[config.mk]
export PLATFORM = sky130hd
export DESIGN_NAME = imu_packet_deframer_flat
export DESIGN_NICKNAME = d
export VERILOG_FILES = /design/src/design/imupd_pkg.sv /design/src/design/imupd_if.sv /design/src/design/imupd_check.sv /design/src/design/imu_packet_deframer.sv /design/src/flat_wrapper.sv
export SDC_FILE = /design/constraint.sdc
export NUM_CORES = 1
export LEC_CHECK = 0
export ABC_AREA = 1
export BUFFER_PORTS_ARGS = -buffer_cell sky130_fd_sc_hd__buf_2
export CAP_MARGIN = 20
export CORE_UTILIZATION = 55
export CTS_CLUSTER_DIAMETER = 120
export DETAILED_ROUTE_END_ITERATION = 16
export GPL_ROUTABILITY_DRIVEN = 0
export PLACE_DENSITY = 0.75
export SYNTH_ARGS = -nofsm -noshare
export SYNTH_HDL_FRONTEND = slang
export SYNTH_SLANG_ARGS = --single-unit
export TNS_END_PERCENT = 1
[constraint.sdc]
create_clock -name clk -period 11.1 [get_ports clk]
set_input_delay 0.555 -clock clk [delete_from_list [all_inputs] [get_ports clk]]
set_output_delay 0.555 -clock clk [all_outputs]
set_load 0.03 [all_outputs]
[src/design/imupd_pkg.sv]
// ----------------------------------------------------------------------------
// imupd_pkg
// Shared constants and types for the IMU packet deframer.
// ----------------------------------------------------------------------------
package imupd_pkg;

  localparam int PKT_LEN    = 11;
  localparam int NUM_TYPES  = 3;
  localparam int AXES       = 3;
  localparam int NUM_VALUES = NUM_TYPES * AXES;
  localparam int SKIP_W     = 4;

  localparam logic [7:0] HDR_BYTE   = 8'h55;
  localparam logic [7:0] TYPE_ACCEL = 8'h51;
  localparam logic [7:0] TYPE_RATE  = 8'h52;
  localparam logic [7:0] TYPE_ANGLE = 8'h53;

  localparam logic [SKIP_W-1:0]    SKIP_AFTER = SKIP_W'(PKT_LEN - 1);
  localparam logic [NUM_TYPES-1:0] ALL_SEEN   = '1;

  typedef logic [PKT_LEN-1:0][7:0] window_t;

  typedef struct packed {
    logic                 good;
    logic [NUM_TYPES-1:0] slot_hot;
  } check_t;

endpackage

[src/design/imupd_if.sv]
// ----------------------------------------------------------------------------
// imupd_byte_if / imupd_sample_if
// Valid/ready channels for received bytes and for decoded sample sets.
// ----------------------------------------------------------------------------
interface imupd_byte_if;
  logic       valid;
  logic       ready;
  logic [7:0] rx_byte;

  modport source (output valid, output rx_byte, input ready);
  modport sink   (input valid, input rx_byte, output ready);
endinterface

interface imupd_sample_if;
  logic               valid;
  logic               ready;
  logic signed [15:0] accel_x;
  logic signed [15:0] accel_y;
  logic signed [15:0] accel_z;
  logic signed [15:0] rate_x;
  logic signed [15:0] rate_y;
  logic signed [15:0] rate_z;
  logic signed [15:0] roll_raw;
  logic signed [15:0] pitch_raw;
  logic signed [15:0] yaw_raw;

  modport source (output valid, output accel_x, output accel_y, output accel_z,
                  output rate_x, output rate_y, output rate_z,
                  output roll_raw, output pitch_raw, output yaw_raw,
                  input ready);
  modport sink   (input valid, input accel_x, input accel_y, input accel_z,
                  input rate_x, input rate_y, input rate_z,
                  input roll_raw, input pitch_raw, input yaw_raw,
                  output ready);
endinterface

[src/design/imupd_check.sv]
// ----------------------------------------------------------------------------
// imupd_check
// Packet check on an 11-byte window: header, type decode and 8-bit checksum.
// ----------------------------------------------------------------------------
module imupd_check (
  input  imupd_pkg::window_t win,
  output imupd_pkg::check_t  chk
);

  localparam int PAIRS = (imupd_pkg::PKT_LEN - 1) / 2;

  logic [7:0]                      pair_sum [PAIRS];
  logic [7:0]                      total;
  logic [imupd_pkg::NUM_TYPES-1:0] hot;

  always_comb begin
    for (int i = 0; i < PAIRS; i++) begin
      pair_sum[i] = win[2*i] + win[2*i+1];
    end
    total = '0;
    for (int i = 0; i < PAIRS; i++) begin
      total = total + pair_sum[i];
    end
  end

  always_comb begin
    hot = '0;
    case (win[1])
      imupd_pkg::TYPE_ACCEL: hot = 3'b001;
      imupd_pkg::TYPE_RATE:  hot = 3'b010;
      imupd_pkg::TYPE_ANGLE: hot = 3'b100;
      default:               hot = '0;
    endcase
  end

  assign chk.slot_hot = hot;
  assign chk.good     = (win[0] == imupd_pkg::HDR_BYTE) && (hot != '0) &&
                        (win[imupd_pkg::PKT_LEN-1] == total);

endmodule

[src/design/imu_packet_deframer.sv]
// ----------------------------------------------------------------------------
// imu_packet_deframer
// Slides received bytes through an 11-byte window, validates packets and
// emits all nine raw sensor values once every packet type has been seen.
// ----------------------------------------------------------------------------
// channel   direction  payload                                   handshake
// in_chan   sink       rx_byte[7:0]                              valid/ready
// out_chan  source     accel_xyz, rate_xyz, roll/pitch/yaw [15:0] valid/ready
//
// One byte per cycle unless in_chan stalls; each byte is shifted, checked and
// stored in the cycle of its transfer, and a sample set appears in the result
// register in the next cycle. Throughput is set by the single result register:
// in_chan stalls only while a sample set waits and out_chan is not ready.
// Reset (rst_n low, synchronous) clears window, seen flags and output valid,
// and loads the skip counter with ten to cover the window fill.
// ----------------------------------------------------------------------------
module imu_packet_deframer (
  input  logic                  clk,
  input  logic                  rst_n,
  imupd_byte_if.sink            in_chan,
  imupd_sample_if.source        out_chan
);

  imupd_pkg::window_t                    win_r, win_nxt;
  logic [imupd_pkg::SKIP_W-1:0]          skip_r;
  logic [imupd_pkg::NUM_TYPES-1:0]       seen_r, seen_nxt;
  logic [15:0]                           sample_r [imupd_pkg::NUM_VALUES];
  logic [15:0]                           sample_nxt [imupd_pkg::NUM_VALUES];
  logic [15:0]                           out_r [imupd_pkg::NUM_VALUES];
  logic                                  out_valid_r;
  imupd_pkg::check_t                     chk;
  logic                                  xfer_in;
  logic                                  store;
  logic                                  emit;

  assign in_chan.ready = !out_valid_r || out_chan.ready;
  assign xfer_in       = in_chan.valid && in_chan.ready;

  always_comb begin
    win_nxt = {in_chan.rx_byte, win_r[imupd_pkg::PKT_LEN-1:1]};
  end

  imupd_check u_check (
    .win (win_nxt),
    .chk (chk)
  );

  assign store    = xfer_in && (skip_r == '0) && chk.good;
  assign seen_nxt = seen_r | chk.slot_hot;
  assign emit     = store && (seen_nxt == imupd_pkg::ALL_SEEN);

  always_comb begin
    for (int s = 0; s < imupd_pkg::NUM_TYPES; s++) begin
      for (int j = 0; j < imupd_pkg::AXES; j++) begin
        sample_nxt[s*imupd_pkg::AXES+j] = chk.slot_hot[s] ?
          {win_nxt[2*j+3], win_nxt[2*j+2]} : sample_r[s*imupd_pkg::AXES+j];
      end
    end
  end

  always_ff @(posedge clk) begin
    if (!rst_n) begin
      win_r       <= '0;
      skip_r      <= imupd_pkg::SKIP_AFTER;
      seen_r      <= '0;
      out_valid_r <= 1'b0;
    end else begin
      if (xfer_in) begin
        win_r <= win_nxt;
        if (skip_r != '0) begin
          skip_r <= skip_r - 1'b1;
        end else if (chk.good) begin
          skip_r <= imupd_pkg::SKIP_AFTER;
        end
      end
      if (store) begin
        seen_r <= emit ? '0 : seen_nxt;
      end
      if (emit) begin
        out_valid_r <= 1'b1;
      end else if (out_chan.ready) begin
        out_valid_r <= 1'b0;
      end
    end
  end

  always_ff @(posedge clk) begin
    if (store) begin
      sample_r <= sample_nxt;
    end
    if (emit) begin
      out_r <= sample_nxt;
    end
  end

  assign out_chan.valid     = out_valid_r;
  assign out_chan.accel_x   = out_r[0];
  assign out_chan.accel_y   = out_r[1];
  assign out_chan.accel_z   = out_r[2];
  assign out_chan.rate_x    = out_r[3];
  assign out_chan.rate_y    = out_r[4];
  assign out_chan.rate_z    = out_r[5];
  assign out_chan.roll_raw  = out_r[6];
  assign out_chan.pitch_raw = out_r[7];
  assign out_chan.yaw_raw   = out_r[8];

  a_skip_range: assert property (@(posedge clk) disable iff (!rst_n)
    skip_r <= imupd_pkg::SKIP_AFTER)
    else $error("skip counter out of range");

  a_no_store_while_skipping: assert property (@(posedge clk) disable iff (!rst_n)
    (xfer_in && skip_r != '0) |-> !store)
    else $error("packet stored during skip");

  a_store_reloads_skip: assert property (@(posedge clk) disable iff (!rst_n)
    store |=> skip_r == imupd_pkg::SKIP_AFTER)
    else $error("skip counter not reloaded after good packet");

  a_emit_clears_seen: assert property (@(posedge clk) disable iff (!rst_n)
    emit |=> (seen_r == '0) && out_valid_r)
    else $error("seen flags not cleared on emission");

  a_no_overwrite: assert property (@(posedge clk) disable iff (!rst_n)
    (out_valid_r && !out_chan.ready) |-> !emit)
    else $error("pending sample set overwritten");

endmodule

[src/flat_wrapper.sv]
// flat-port wrapper written by rule: the top's interface ports become plain ports
module imu_packet_deframer_flat 
  (clk, rst_n, in_chan_valid, in_chan_rx_byte, in_chan_ready, out_chan_valid, out_chan_accel_x, out_chan_accel_y, out_chan_accel_z, out_chan_rate_x, out_chan_rate_y, out_chan_rate_z, out_chan_roll_raw, out_chan_pitch_raw, out_chan_yaw_raw, out_chan_ready);
  imupd_byte_if in_chan_i ();
  imupd_sample_if out_chan_i ();
  input  logic clk;
  input  logic rst_n;
  input wire logic [$bits(in_chan_i.valid)-1:0] in_chan_valid;
  input wire logic [$bits(in_chan_i.rx_byte)-1:0] in_chan_rx_byte;
  output wire logic [$bits(in_chan_i.ready)-1:0] in_chan_ready;
  output wire logic [$bits(out_chan_i.valid)-1:0] out_chan_valid;
  output wire logic [$bits(out_chan_i.accel_x)-1:0] out_chan_accel_x;
  output wire logic [$bits(out_chan_i.accel_y)-1:0] out_chan_accel_y;
  output wire logic [$bits(out_chan_i.accel_z)-1:0] out_chan_accel_z;
  output wire logic [$bits(out_chan_i.rate_x)-1:0] out_chan_rate_x;
  output wire logic [$bits(out_chan_i.rate_y)-1:0] out_chan_rate_y;
  output wire logic [$bits(out_chan_i.rate_z)-1:0] out_chan_rate_z;
  output wire logic [$bits(out_chan_i.roll_raw)-1:0] out_chan_roll_raw;
  output wire logic [$bits(out_chan_i.pitch_raw)-1:0] out_chan_pitch_raw;
  output wire logic [$bits(out_chan_i.yaw_raw)-1:0] out_chan_yaw_raw;
  input wire logic [$bits(out_chan_i.ready)-1:0] out_chan_ready;
  assign in_chan_i.valid = in_chan_valid;
  assign in_chan_i.rx_byte = in_chan_rx_byte;
  assign in_chan_ready = in_chan_i.ready;
  assign out_chan_valid = out_chan_i.valid;
  assign out_chan_accel_x = out_chan_i.accel_x;
  assign out_chan_accel_y = out_chan_i.accel_y;
  assign out_chan_accel_z = out_chan_i.accel_z;
  assign out_chan_rate_x = out_chan_i.rate_x;
  assign out_chan_rate_y = out_chan_i.rate_y;
  assign out_chan_rate_z = out_chan_i.rate_z;
  assign out_chan_roll_raw = out_chan_i.roll_raw;
  assign out_chan_pitch_raw = out_chan_i.pitch_raw;
  assign out_chan_yaw_raw = out_chan_i.yaw_raw;
  assign out_chan_i.ready = out_chan_ready;
  imu_packet_deframer u_core (.clk(clk), .rst_n(rst_n), .in_chan(in_chan_i), .out_chan(out_chan_i));
endmodule
# Word level (Yosys, flattened, before mapping)
# Index checks and enable logic that the tools add are counted.
dict set report op_classes {
  add_sub_neg 10
  n_eq_ne 6
  n_mux 15
  n_bitwise 1
  reduce_logical 14
}
# operator n
set op_table {}
lappend op_table {{two-way mux 16 bit} 9}
lappend op_table {{adder 8 bit} 9}
lappend op_table {{equality test 8 x 7 -> 1 bit, second input constant} 4}
lappend op_table {{one-hot mux 3 bit (3 select lines)} 1}
lappend op_table {{equality test 8 bit} 1}
lappend op_table {{two-way mux 4 bit} 2}
lappend op_table {{logical AND 1 bit} 6}
lappend op_table {{logical NOT 4 bit} 1}
lappend op_table {{nonzero test 2 bit} 2}
lappend op_table {{nonzero test 4 bit} 1}
lappend op_table {{subtractor 4 x 1 -> 4 bit, second input constant} 1}
lappend op_table {{equality test 3 bit, second input constant} 1}
lappend op_table {{two-way mux 3 bit} 1}
lappend op_table {{OR 3 bit} 1}
lappend op_table {{nonzero test 3 bit} 1}
lappend op_table {{two-way mux 1 bit} 2}
lappend op_table {{AND reduction 2 bit} 1}
lappend op_table {{logical NOT 1 bit} 1}
lappend op_table {{logical OR 1 bit} 1}
dict set report totals {
  ff_bits 376
  in_bits 12
  output_inout_bits 146
  wordCells 77
}

# Longest topological paths before layout
dict set report depth {
  ltp_word 10
  depth_mapped 25
}

# Hierarchy
# Synthesis repeated with hierarchy kept, for this count alone.
dict set report unflattened {
  hier_cells 1325
  hier_area_um2 15643.8
}
# mod instances cells_per_inst area_per_inst_um2
set by_module_without_submodules {}
lappend by_module_without_submodules {imu_packet_deframer 1 1060 13608.1}
lappend by_module_without_submodules {imupd_check 1 265 2035.7}

# Worst setup path before layout
# OpenSTA, ideal clock, no wires.
dict set report synth_path {
  path_type {register to register}
  from {register u_core.win_r, in the netlist u_core.win_nxt[50]}
  to {register u_core.out_r, in the netlist u_core.out_chan.accel_x[0], enable pin}
  t_arrival_ns 7.005
  required_time_ns 10.604
  slack_ns 3.599
  path_stages_with_launch 21
  n_path_buf 0
  period_less_slack_ns 7.501
  path_cell_list {dfxtp_1 fa_1 inv_1 fa_1 fa_1 fa_1 inv_1 fa_1 inv_1 fa_1 nand2_1 o21ai_0 nor2_1 nand3_1 nor2_1 nand3_2 nor2_1 nand2_1 nor2_2 nand4_2 inv_1}
}
dict set report synth_via {
  elab_chain_cells 7
}
# item line_no
set synth_lines {}
lappend synth_lines {{start: declaration} imu_packet_deframer.sv:24} ;# imupd_pkg::window_t win_r, win_nxt;
lappend synth_lines {{start signal: assignment} imu_packet_deframer.sv:69} ;# win_r <= win_nxt;
lappend synth_lines {{adder 8 bit} imupd_check.sv:18} ;# pair_sum[i] = win[2*i] + win[2*i+1];
lappend synth_lines {{adder 8 bit (2 in series)} imupd_check.sv:22} ;# total = total + pair_sum[i];
lappend synth_lines {{equality test 8 bit} imupd_check.sv:38} ;# (win[imupd_pkg::PKT_LEN-1] == total);
lappend synth_lines {{logical AND 1 bit} imupd_check.sv:37} ;# assign chk.good = (win[0] == imupd_pkg::HDR_BYTE) && (hot != '0) &&
lappend synth_lines {{logical AND 1 bit} imu_packet_deframer.sv:48} ;# assign store = xfer_in && (skip_r == '0) && chk.good;
lappend synth_lines {{logical AND 1 bit} imu_packet_deframer.sv:50} ;# assign emit = store && (seen_nxt == imupd_pkg::ALL_SEEN);
lappend synth_lines {{net u_core.emit} imu_packet_deframer.sv:34} ;# logic emit;
lappend synth_lines {{end signal: assignment} imu_packet_deframer.sv:92} ;# out_r <= sample_nxt;
lappend synth_lines {{end: declaration} imu_packet_deframer.sv:29} ;# logic [15:0] out_r [imupd_pkg::NUM_VALUES];
# The timed path passes the listed nets, and every way through them passes these cells.
# A chain may end at the register's enable or synchronous reset.

# Final worst setup path
dict set report layout_path {
  from {register u_core.win_r, in the netlist u_core.win_nxt[8]}
  to {register u_core.out_r, in the netlist u_core.out_chan.yaw_raw[5], enable pin}
}
dict set report layout_via {
  elab_chain_cells 9
  elab_cells_between_ends 17
  classes_between {5 x add/sub; 5 x eq/ne; 1 x mux; 1 x bitwise; 5 x reduce/logical}
}
# item line_no
set layout_lines {}
lappend layout_lines {{adder 8 bit} imupd_check.sv:18}
lappend layout_lines {{adder 8 bit (4 in series)} imupd_check.sv:22}
lappend layout_lines {{equality test 8 bit} imupd_check.sv:38}
lappend layout_lines {{logical AND 1 bit} imupd_check.sv:37}
lappend layout_lines {{logical AND 1 bit} imu_packet_deframer.sv:48}
lappend layout_lines {{logical AND 1 bit *} imu_packet_deframer.sv:50}
lappend layout_lines {{net u_core.emit} imu_packet_deframer.sv:34}
# Mark *: on every way through the listed nets, which the timed path passes. The rest lies on a longest branch.

==> qor.yml <==
tightest_slew_ns: 1.02
die_area_mm2: 0.0284
path_cells: "inv_1 > fa_1 > fa_1 > fa_1 > fa_1 > inv_1 > fa_1 > inv_1 > fa_1 > nand2_1 > o21ai_0 > nor2_1 > nand3_1 > nor2_1 > nand3_2 > nor2_1 > nand2_1 > nor2_2 > nand4_2 > inv_6 > buf_4"
drive_gt1_share_pct: 17.6
core_mm2: 0.0271
crit_family: "adder cells"
critical-path-max-stage-delay_ns: 0.82
wire_per_inst_um: 17.4
setup_viol: 0
cp-start-kind: "flip-flop"
drtIter0Drc: 937
hold_depth: 3
syn-cell-area_mm2: 0.0152
crit_buf_inv: 5
timing.rr.end: "u_core.out_chan.yaw_raw[5]"
synth_fp_nets: 1341
ios: 158
path_max_fanout: 75
fin_util_pct: 65.3
arrival_ns: 6.50
ctsResizeCount: 0
ys_types: 28
routed_via_density: 5.31
io_buffers: 157
max_freq_mhz: 157
grt_pass1_wl_um: 49500
cp.required_ns: 11.24
root_buffer: "clkbuf_16"
reg2reg_depth: 21
status: "completed"
final_common_cell: "edfxtp_1"
vias: 9644
synthCells: 1267
synth_top_family_by_area: "compound AO/OA/AOI/OAI gates"
synthAdderAreaFrac_pct: 7.55
synth_xor_area_share_pct: 0.517
crit_path_frequent_cell: "fa_1"
finalSetupTns_ns: 0
gr-total-overflow: 0
hold_path_class: "primary input to flip-flop"
endpoint: "u_core.out_chan.yaw_raw[5]"
r2r-start: "u_core.win_nxt[8]"
cts.path.max_buffers: 3
htreeDepth: 2
drtAntennaViolNets: 0
initial_core_util_pct: 56.3
synth-edff-count: 288
regArea_mm2: 0.0104
post_cts_buffers: 0
whs_ns: 0.333
final_nets: 1489
critPathLaunch: "u_core.win_nxt[8]"
cp-end-kind: "flip-flop"
antenna_found_initial: 0
ir_worst_vdd_v: 0.000125
finalWirelength_um: 31500
cts_tree: "built"
maxCapViolCount: 0
async_flop_share_pct: 0
antennaDiodeCount: 0
drc: 0
postCtsHoldBufs: 0
layout_min_cycle_time_ns: 6.37
synth_compound_area_share_pct: 10.0
stdcell_count: 1815
leakage_nw: 6.69
synth-simple-area-share_pct: 8.72
die_h_um: 168
synth_top_area_cell: "edfxtp_1"
synth_top_area_share_pct: 56.7
placedCellCount: 1747
grt_pass1_vias: 9218
grtUsageTotal_pct: 22.5
synthTopCellsByArea: "edfxtp_1 (57%), dfxtp_1 (12%), o21ai_0 (7.5%)"
layout_common_cells: "edfxtp_1 (288), o21ai_0 (227), nand2_1 (206)"
p_per_area_mw_per_mm2: 200
synthToLayoutAreaGrowth_pct: 16.1
multiInputGateArea_mm2: 0.00410
synth_flop_cell: "edfxtp_1"
syn_avg_cell_area_um2: 12.0
path_clk_slew_ns: 0.06
insertion_delay_ns: 0.52
synth-seq-cells: 376
grt_max_degree: 98
grt_setup_unrepaired: "no"
synth.area.mux_share_pct: 0
skew_ns: 0.0215
finalMaxSlewViolations: 0
clock_sinks: 376
firstDrtPassIters: 5
num_rows: 60
hpwl_um: 20600
rrSetupSlack_ns: 4.73
critPathSlowestCell: "buf_4"
numCtsBuffers: 38
slew_headroom_pct: 31.6
final-hold-violation-count: 0
min_period_over_period_pct: 57.4
worstSetupPathType: "flip-flop to flip-flop"
yosys_warnings: 0
crit_cells: 21
fill_cells: 1929
yosysSeqAreaShare_pct: 68.3
die_w_um: 168
==> synth_stat cells, types with 2 or more instances <==
library cell / number
nand2_1: 209
buf_2: 3
inv_1: 142
nand4_2: 2
nand4_1: 5
nand2_2: 9
dfxtp_1: 88
a21oi_1: 75
fa_1: 50
nor2_2: 2
nand3_2: 3
o21ai_0: 227
buf_1: 9
ha_1: 12
nand3_1: 22
nor2_1: 57
clkbuf_1: 44
edfxtp_1: 288
nor3_1: 3
xor2_1: 5
xnor2_1: 4
nor3_2: 2
==> cell families (layout without fill, tap and decap cells) <==
kind of cell	count (synthesis)	after routing
compound gates	304	304
simple gates	317	317
xor+xnor	9	9
fa+ha+maj	62	62
flops	376	376
buf+inv	199	375
==> flip-flops by register name (all words and copies together), names as in the netlist <==
signal	flops
u_core.sample_r	144
u_core.win_nxt	80
u_core.out_chan.accel_x	16
u_core.out_chan.accel_y	16
u_core.out_chan.accel_z	16
u_core.out_chan.pitch_raw	16
u_core.out_chan.rate_x	16
u_core.out_chan.rate_y	16
u_core.out_chan.rate_z	16
u_core.out_chan.roll_raw	16
u_core.out_chan.yaw_raw	16
u_core.skip_r	4
u_core.seen_r	3
u_core.out_chan.valid	1
==> worst register-to-register path, delay by kind of cell, from the launching register on <==
kind / cells / cell delay [ns]
fa+ha+maj: 6 / 2.83
buf+inv: 5 / 1.68
simple gates: 9 / 0.95
flops: 1 / 0.43
compound gates: 1 / 0.07
==> worst min-delay path by stage <==
stage | slack, ns | end | from
2_1_floorplan | 0.43 | u_core.skip_r[0] | u_core.skip_r[0]
3_3_place_gp | 0.44 | u_core.skip_r[0] | u_core.skip_r[0]
3_5_place_dp | 0.45 | u_core.skip_r[0] | u_core.skip_r[0]
4_1_cts | 0.32 | u_core.win_nxt[74] | in_chan_rx_byte[2]
5_1_grt | 0.34 | u_core.win_nxt[77] | in_chan_rx_byte[5]
6_report | 0.33 | u_core.win_nxt[74] | in_chan_rx_byte[2]
==> power by group <==
| group | switching [mW] | internal [mW] | leakage (nW) |
|---|---|---|---|
| Combinational | 0.402 | 0.241 | 3.04 |
| Clock | 0.525 | 0.830 | 0.658 |
| Sequential | 0.0209 | 1.51 | 2.99 |
| Total | 0.948 | 2.59 | 6.69 |
==> routing by layer <==
metal | wire [µm] | global-route usage (%) | share of wire [%]
met4 | 516 | 5.45 | 1.6
met2 | 15300 | 36.8 | 49
met3 | 1910 | 3.53 | 6.1
met5 | 0 | 0 | 0
met1 | 13800 | 31.9 | 44
==> area by class of cell <==
class	instances	area share, %
clock buffer	41	5.55
clock inverter	27	2.02
inverter	143	3.09
multi-input combinational	692	23.1
sequential	376	58.8
tap	372	2.63
timing repair buffer	164	4.74
==> through the flow <==
step	worst slack [ns]	cell area (µm²)	power (mW)
after floorplan	3.60	15200	2.05
after global placement	4.78	16400	2.18
after detailed placement	4.77	16400	2.20
after CTS	4.70	17700	3.56
after global routing	4.31	17700	3.71
final	4.73	17700	3.53
No activity file was read; power rests on OpenSTA's default activity.
